File: src/sjr_pkg.sv
// Shared constants, types and helper functions of the softmax row block.
// Used by sjr_div and softmax_with_jacobian_row; depends on nothing else.
package sjr_pkg;

    localparam int MAX_CLASSES = 64;
    localparam int LOGIT_BITS  = 16;
    localparam int IDX_W       = $clog2(MAX_CLASSES);
    localparam int CNT_W       = $clog2(MAX_CLASSES + 1);
    localparam int OBS_W       = 6;

    localparam int EXP_W       = 25;
    localparam int SUM_W       = 32;
    localparam int QUOT_W      = 31;
    localparam int DIV_NUM_W   = EXP_W + 30;
    localparam int DIV_CNT_W   = $clog2(DIV_NUM_W);
    localparam int MUL_W       = 32;

    localparam logic [31:0] LOG2E_Q16 = 32'd94548;
    localparam logic [31:0] LN2_Q28   = 32'd186065280;
    localparam logic [28:0] Q28_ONE   = 29'h1000_0000;
    localparam logic [30:0] Q30_ONE   = 31'h4000_0000;

    localparam logic CFG_MODE = 1'b0;
    localparam logic CFG_OBS  = 1'b1;

    typedef struct packed {
        logic                 start;
        logic [DIV_NUM_W-1:0] num;
        logic [SUM_W-1:0]     den;
    } div_req_t;

    typedef struct packed {
        logic              done;
        logic [QUOT_W-1:0] quot;
    } div_rsp_t;

    // Reciprocal of k scaled by 2^31 and rounded up; exact floor(x / k) for x below 2^28.
    function automatic logic [31:0] recip_k(input logic [2:0] k);
        logic [31:0] r;
        begin
            case (k)
                3'd1:    r = 32'h8000_0000;
                3'd2:    r = 32'h4000_0000;
                3'd3:    r = 32'd715827883;
                3'd4:    r = 32'h2000_0000;
                3'd5:    r = 32'd429496730;
                3'd6:    r = 32'd357913942;
                default: r = 32'd0;
            endcase
            recip_k = r;
        end
    endfunction

endpackage

File: src/sjr_div.sv
// Bit-serial restoring divider, one quotient bit per cycle.
// Depends on sjr_pkg for widths and the request and response types.
module sjr_div (
    input  logic              clk,
    input  logic              rst_n,
    input  sjr_pkg::div_req_t req,
    output sjr_pkg::div_rsp_t rsp
);

    logic [sjr_pkg::DIV_NUM_W-1:0] num_reg, num_next;
    logic [sjr_pkg::SUM_W:0]       rem_reg, rem_next;
    logic [sjr_pkg::SUM_W-1:0]     den_reg, den_next;
    logic [sjr_pkg::DIV_CNT_W-1:0] cnt_reg, cnt_next;
    logic                          busy_reg, busy_next;
    logic                          done_reg, done_next;
    logic [sjr_pkg::SUM_W:0]       rem_sh;
    logic                          fits;

    assign rem_sh = {rem_reg[sjr_pkg::SUM_W-1:0], num_reg[sjr_pkg::DIV_NUM_W-1]};
    assign fits   = rem_sh >= {1'b0, den_reg};

    always_comb
    begin
        num_next  = num_reg;
        rem_next  = rem_reg;
        den_next  = den_reg;
        cnt_next  = cnt_reg;
        busy_next = busy_reg;
        done_next = 1'b0;
        if (busy_reg)
        begin
            rem_next = fits ? (rem_sh - {1'b0, den_reg}) : rem_sh;
            num_next = {num_reg[sjr_pkg::DIV_NUM_W-2:0], fits};
            cnt_next = cnt_reg + 1'b1;
            if (cnt_reg == sjr_pkg::DIV_CNT_W'(sjr_pkg::DIV_NUM_W - 1))
            begin
                busy_next = 1'b0;
                done_next = 1'b1;
            end
        end
        else if (req.start)
        begin
            num_next  = req.num;
            rem_next  = '0;
            den_next  = req.den;
            cnt_next  = '0;
            busy_next = 1'b1;
        end
    end

    always_ff @(posedge clk or negedge rst_n)
    begin
        if (!rst_n)
        begin
            cnt_reg  <= '0;
            busy_reg <= 1'b0;
            done_reg <= 1'b0;
        end
        else
        begin
            cnt_reg  <= cnt_next;
            busy_reg <= busy_next;
            done_reg <= done_next;
        end
    end

    always_ff @(posedge clk)
    begin
        num_reg <= num_next;
        rem_reg <= rem_next;
        den_reg <= den_next;
    end

    assign rsp.done = done_reg;
    assign rsp.quot = num_reg[sjr_pkg::QUOT_W-1:0];

endmodule

File: config.mk
export PLATFORM = sky130hd
export DESIGN_NAME = sjr_div
export DESIGN_NICKNAME = d
export VERILOG_FILES = /design/src/sjr_pkg.sv /design/src/sjr_div.sv
export SDC_FILE = /design/constraint.sdc
export NUM_CORES = 1
export LEC_CHECK = 0
export ABC_AREA = 1
export BUFFER_PORTS_ARGS = -buffer_cell sky130_fd_sc_hd__buf_2
export CAP_MARGIN = 20
export CORE_ASPECT_RATIO = 0.8
export CORE_MARGIN = 1.5
export CORE_UTILIZATION = 30
export DETAILED_ROUTE_END_ITERATION = 8
export PLACE_DENSITY = 0.54
export SYNTH_ARGS = -nofsm -noshare
export SYNTH_HDL_FRONTEND = slang
export SYNTH_SLANG_ARGS = --single-unit
File: constraint.sdc
create_clock -name clk -period 8.9 [get_ports clk]
set_input_delay 1.78 -clock clk [delete_from_list [all_inputs] [get_ports clk]]
set_output_delay 1.78 -clock clk [all_outputs]
set_load 0.005 [all_outputs]
==> impl_metrics.py, run 1 <==
metrics = {
    "route": {
        "drc": 0,
        "final_antenna_net_count": 0,
        "totalWireLength_um": 21100,
        "first_pass_iters": 5,
        "drtIter0Drc": 368,
        "vias": 6732,
        "avgRoutedWirePerCell_um": 13.4,
        "viasPerCell": 4.29,
    },
    "final_layout": {
        "area_growth_pct": 15.3,
        "fill_cells": 2953,
        "fin_nets": 1315,
        "layout-drive-gt1-share_pct": 15.9,
        "fin_util_pct": 35.2,
        "final_cell_count_no_fill": 1569,
        "largest_register_ffs": 55,
    },
    "global_route": {
        "grt_overflow": 0,
        "grt_pass1_vias": 6550,
        "grt_pass1_wl_um": 34200,
        "grt.busiest_layer": "met2",
        "gr-usage-met1_pct": 21.8,
        "met2_usage_pct": 21.9,
        "track_usage_pct": 15.2,
        "grt_max_degree": 58,
        "grt.met3_usage_pct": 4.90,
        "antenna_found_initial": 4,
    },
    "synth": {
        "yosys.area.top_type": "edfxtp_1",
        "synth_edf_count": 119,
        "yosys_warnings": 0,
        "yosysUniqueCellTypes": 39,
        "synth_commonest_cells": "463 x nand2_1, 174 x inv_1, 119 x edfxtp_1",
        "synth_seq_area_share_pct": 45.3,
        "yosys-top-cells-area": "edfxtp_1 43%, nand2_1 21%, inv_1 7.8%",
        "ys_async_sr_fraction_pct": 6.30,
        "syn_nets": 1227,
        "synth_area_mm2": 0.00834,
        "post-synth-top-count-cell": "nand2_1",
        "synth.ff_latch_count": 127,
        "synthCells": 1102,
        "ys.flop_type": "edfxtp_1",
        "synth.avg_cell_area_um2": 7.57,
        "synth_top_cell_area_share_pct": 42.9,
    },
    "clock_network": {
        "numCtsBuffers": 17,
        "cts.sinks": 127,
        "cts_tree": "done",
        "path_clk_slew_ns": 0.06,
        "hold_buffers": 0,
        "clock_latency_ns": 0.43,
        "h-tree-depth": 4,
        "cts-root-buf": "clkbuf_16",
        "cts_resized": 0,
        "clockBufferDepth": 2,
        "cts_setup_buffers": 0,
    },
    "setup_path": {
        "worst-endpoint-arrival_ns": 3.22,
        "crit_type": "in2reg",
        "crit_path_top_delay_cell": "buf_4",
        "cp_top_family": "buffers and inverters",
        "cp.buffers_inverters": 3,
        "worstPathCellList": "buf_2 -> nor2_1 -> clkinv_2 -> buf_4",
        "max_stage_delay_ns": 0.56,
        "start_kind": "primary input",
        "setup.worst_path.end_class": "register",
        "cp_max_fo": 56,
        "cp_data_required_time_ns": 8.97,
    },
    "placed_design": {
        "place_inst": 1535,
        "portBuffers": 121,
        "hpwl_um": 15500,
        "place_congestion": 0.881,
    },
    "sta": {
        "relSlewSlack_pct": 47.3,
        "tns_ns": 0,
        "min_period_ns": 3.15,
        "period_share_pct": 35.3,
        "setup_viol": 0,
        "worst_pin_slew_ns": 0.786,
        "hold_viol": 0,
        "fmax_mhz": 318,
        "rsz0062_at_grt": "false",
        "slew_violations": 0,
        "finalClockSkew_ns": 0.0119,
    },
    "floorplanning": {
        "dieHeight_um": 152,
        "fp.coreArea_mm2": 0.0273,
        "rows": 54,
        "initial_core_util_pct": 30.6,
        "dieWidth_um": 189,
        "dieArea_mm2": 0.0288,
        "ioPinCount": 122,
    },
    "pwr": {
        "ir_drop_mv": 0.154,
        "power_density_mw_per_mm2": 352,
        "p_leak_uw": 0.00507,
        "total_power_uw": 3380,
    },
    "hold_path": {
        "hold_path_class": "reg2reg",
    },
    "flow_run": {
        "maxCapViolCount": 0,
    },
    "status": {
        "status": "completed",
    },
}
## report_power, final
group	leakage [µW]	switching [µW]	total, µW	internal [µW]
Combinational	0.00351	1020	1610	586
Sequential	0.00130	118	1110	996
Clock	0.000257	276	660	384
## through the flow
stage	hold slack, ns	cell area [µm²]	setup slack [ns]
floorplan	0.458	8340	4.91
global placement	0.488	9060	5.35
detailed placement	0.492	9060	5.33
CTS	0.500	9610	5.77
global route	0.536	9610	5.62
finish	0.498	9610	5.75
## cell families after synthesis
kind of cell | after synthesis | share of synthesized area, %
AO/OA/AOI/OAI | 28 | 1.82
XOR/XNOR | 15 | 1.58
adder cells (fa/ha/maj) | 35 | 5.34
buffers and inverters | 234 | 12.5
flip-flops | 127 | 45.3
AND/OR/NAND/NOR | 663 | 33.5
## cell usage in the layout, fill, tap and decap left out, drive strengths merged, types with 2 or more instances in the layout
master	instances
a21oi	22
and2	9
buf	125
clkbuf	19
clkinv	8
clkinvlp	3
dfrtp	8
diode	2
edfxtp	119
ha	34
inv	179
nand2	472
nand3	34
nand3b	23
nand4	6
nor2	113
nor3	2
o21ai	4
xor2	14
## final timing paths
| path | slack [ns] | startpoint | endpoint | cells past startpoint |
|---|---|---|---|---|
| setup / recovery | 5.75 | req[87] | rem_reg[21]$_SDFFCE_PN0P_ | 4 |
| hold / removal | 0.50 | cnt_reg[5]$_DFFE_PN0P_ | cnt_reg[5]$_DFFE_PN0P_ | 1 |
| setup reg to reg | 6.19 | rem_reg[18]$_SDFFCE_PN0P_ | num_reg[0]$_DFFE_PP_ | 13 |
| hold reg to reg | 0.50 | cnt_reg[5]$_DFFE_PN0P_ | cnt_reg[5]$_DFFE_PN0P_ | 1 |
| max in group asynchronous | 7.53 | rst_n | busy_reg$_DFF_PN0_ | 1 |
| min in group asynchronous | 1.19 | rst_n | busy_reg$_DFF_PN0_ | 1 |
## routing by layer
layer,vias up,wire length (µm)
met5,-,13
met4,2,199
met3,19,1520
met2,164,8620
met1,3011,10700
li1,3536,-
## layout make-up
class	count	area (µm²)	share of cell area [%]
antenna	2	5.00	0.0521
clock buffer	19	433	4.50
clock inverter	13	113	1.17
inverter	178	676	7.03
multi-input combinational	741	3520	36.6
sequential	127	3770	39.3
tap	364	455	4.74
timing repair buffer	125	636	6.61
Note: power is estimated with default switching activity, not from simulation.
==> inputs of run 2 (changes only) <==
==> constraint.sdc (replaced) <==
create_clock -name clk -period 2.9 [get_ports clk]
set_input_delay 0.58 -clock clk [delete_from_list [all_inputs] [get_ports clk]]
set_output_delay 0.58 -clock clk [all_outputs]
set_load 0.005 [all_outputs]
==> run 2 against run 1 <==
Sequential power rose to 3.1 times the previous value. Power grew to 3.1 times the previous value. Register-to-register slack worse by 5.8 ns. Sequential share of layout area down 0.27 points. Clock skew is 0.0066 ns higher. Cell count grew 0.32%. Non-clock buffer count increased by 7.
==> impl_metrics.py, run 2 (synthesized netlist as in run 1, its figures left out) <==
metrics = {
    "status": {
        "status": "completed",
    },
    "global_route": {
        "antenna_found_initial": 3,
        "grt_overflow": 0,
        "grt.met3_usage_pct": 5.15,
        "grt_max_degree": 59,
        "met2_usage_pct": 22.3,
        "grt_pass1_vias": 6720,
        "gr-usage-met1_pct": 22.9,
        "track_usage_pct": 15.7,
        "grt_pass1_wl_um": 35400,
        "grt.busiest_layer": "met1",
    },
    "setup_path": {
        "cp_data_required_time_ns": 3.09,
        "worstPathCellList": "inv_1 -> ha_1 -> fa_1 -> inv_1 -> nand2_1 -> nand2_1 -> and2_1 -> nand2_1 -> nand3_1 -> nand2_1 -> nand3_1 -> nand2_1 -> nor2_2 -> nor2_1",
        "path_common_cell": "nand2_1",
        "crit_type": "reg2reg",
        "setup.worst_path.end_class": "register",
        "max_stage_delay_ns": 0.41,
        "cp_max_fo": 3,
        "worst-endpoint-arrival_ns": 2.68,
        "start_kind": "register",
        "crit_path_top_delay_cell": "fa_1",
    },
    "sta": {
        "fmax_mhz": 402,
        "hold-worst-slack_ns": 0.321,
        "rsz0062_at_grt": "false",
        "hold_viol": 0,
        "slew_violations": 0,
        "relSlewSlack_pct": 59.2,
        "setup_viol": 0,
        "worst_pin_slew_ns": 0.612,
        "min_period_ns": 2.49,
        "finalClockSkew_ns": 0.0185,
        "tns_ns": 0,
        "period_share_pct": 85.9,
    },
    "route": {
        "first_pass_iters": 5,
        "vias": 6846,
        "avgRoutedWirePerCell_um": 13.6,
        "drc": 0,
        "viasPerCell": 4.35,
        "final_antenna_net_count": 0,
        "totalWireLength_um": 21500,
        "drtIter0Drc": 403,
    },
    "clock_network": {
        "cts.sinks": 127,
        "path_clk_slew_ns": 0.06,
        "cts_tree": "done",
        "h-tree-depth": 4,
        "clock_latency_ns": 0.44,
        "numCtsBuffers": 17,
        "cts_resized": 0,
        "clockBufferDepth": 2,
        "cts-root-buf": "clkbuf_16",
        "cts_setup_buffers": 0,
    },
    "pwr": {
        "p_leak_uw": 0.00512,
        "total_power_uw": 10400,
        "ir_drop_mv": 0.433,
        "intPower_uw": 5990,
        "p_clk_share_pct": 19.4,
        "power_frac_comb_pct": 47.8,
        "p_sw_share_pct": 42.5,
        "power_switching_uw": 4430,
        "power_density_mw_per_mm2": 1080,
        "power_frac_seq_pct": 32.9,
    },
    "floorplanning": {
        "ioPinCount": 122,
        "fp.coreArea_mm2": 0.0273,
        "dieArea_mm2": 0.0288,
        "rows": 54,
        "dieWidth_um": 189,
        "initial_core_util_pct": 30.6,
        "dieHeight_um": 152,
    },
    "final_layout": {
        "seq_area_mm2": 0.00377,
        "largest_register_ffs": 55,
        "multiInputGateArea_mm2": 0.00352,
        "fin_util_pct": 35.5,
        "layout-drive-gt1-share_pct": 16.6,
        "final_common_cell": "nand2_1",
        "fin_nets": 1322,
        "antenna_cells": 0,
        "final_cell_mix": "463 x nand2_1, 172 x inv_1, 121 x buf_2",
        "fill_cells": 2953,
        "area_growth_pct": 16.1,
        "postLayoutCellArea_mm2": 0.00968,
    },
    "flow_run": {
        "maxCapViolCount": 0,
    },
    "placed_design": {
        "place_congestion": 0.925,
        "hpwl_um": 16000,
        "dpl_cell_area_mm2": 0.00913,
        "portBuffers": 121,
    },
    "hold_path": {
        "hold_path_class": "in2reg",
    },
}
==> run 2: cell types whose count changed in the layout (fill, tap and decap cells not counted) <==
cell / delta
bufinv_16: -1
diode_2: -2
clkbuf_1: -1
clkinv_1: -3
clkinvlp_4: -2
buf_4: +4
buf_12: +2
dlygate4sd3_1: +1
clkinv_2: +3
clkinv_4: +3
inv_8: +1
==> run 2: critical path, delay by kind of cell (launching register included) <==
family	cells	cell delay, ns
DFF	1	0.32
buffers and inverters	2	0.20
and+or+nand+nor	10	1.10
adders and majority gates	2	0.63
==> run 2: worst paths after layout <==
kind / cells after the start / to / slack [ns] / startpoint
worst max-delay path: 14 / rem_reg[28]$_SDFFCE_PN0P_ / 0.41 / num_reg[54]$_DFFE_PP_
max in group asynchronous: 2 / busy_reg$_DFF_PN0_ / 2.18 / rst_n
worst min register to register: 1 / cnt_reg[5]$_DFFE_PN0P_ / 0.50 / cnt_reg[5]$_DFFE_PN0P_
min in group asynchronous: 2 / done_reg$_DFF_PN0_ / 0.53 / rst_n
worst max register to register: 14 / rem_reg[28]$_SDFFCE_PN0P_ / 0.41 / num_reg[54]$_DFFE_PP_
worst min-delay path: 1 / den_reg[28]$_DFFE_PP_ / 0.32 / req[28]
==> run 2: through the flow <==
step,cells,setup slack [ns]
after CTS,1574,0.436
after floorplan,1102,0.107
after global routing,1574,0.241
final,1574,0.410
after global placement,1541,0.457
after detailed placement,1541,0.460
==> run 2: area by class of cell <==
| cell class | count | share of cell area (%) |
|---|---|---|
| Sequential cell | 127 | 39.0 |
| Multi-Input combinational cell | 741 | 36.4 |
| Inverter | 178 | 6.98 |
| Clock buffer | 18 | 4.43 |
| Tap cell | 364 | 4.70 |
| Clock inverter | 14 | 1.12 |
| Timing Repair Buffer | 132 | 7.39 |
==> run 2: power by group through the flow <==
| stage | Clock, µW | Combinational (µW) | Sequential [µW] |
|---|---|---|---|
| after global placement | 0 | 4910 | 3440 |
| after floorplan | 0 | 4030 | 3320 |
| final | 2020 | 4980 | 3420 |
| after global routing | 2140 | 5730 | 3530 |
| after CTS | 2070 | 4980 | 3430 |
| after detailed placement | 0 | 4960 | 3430 |
==> run 2: per-layer routing <==
layer	vias to the layer above	wire (µm)
met5	-	21
met4	4	181
met3	19	1710
met2	203	8700
met1	3059	10900
li1	3561	-
==> run 2: timing repair <==
item,in CTS,in global routing
hold buffers,1,0
hold endpoints to repair,8,0
setup endpoints to repair,0,0
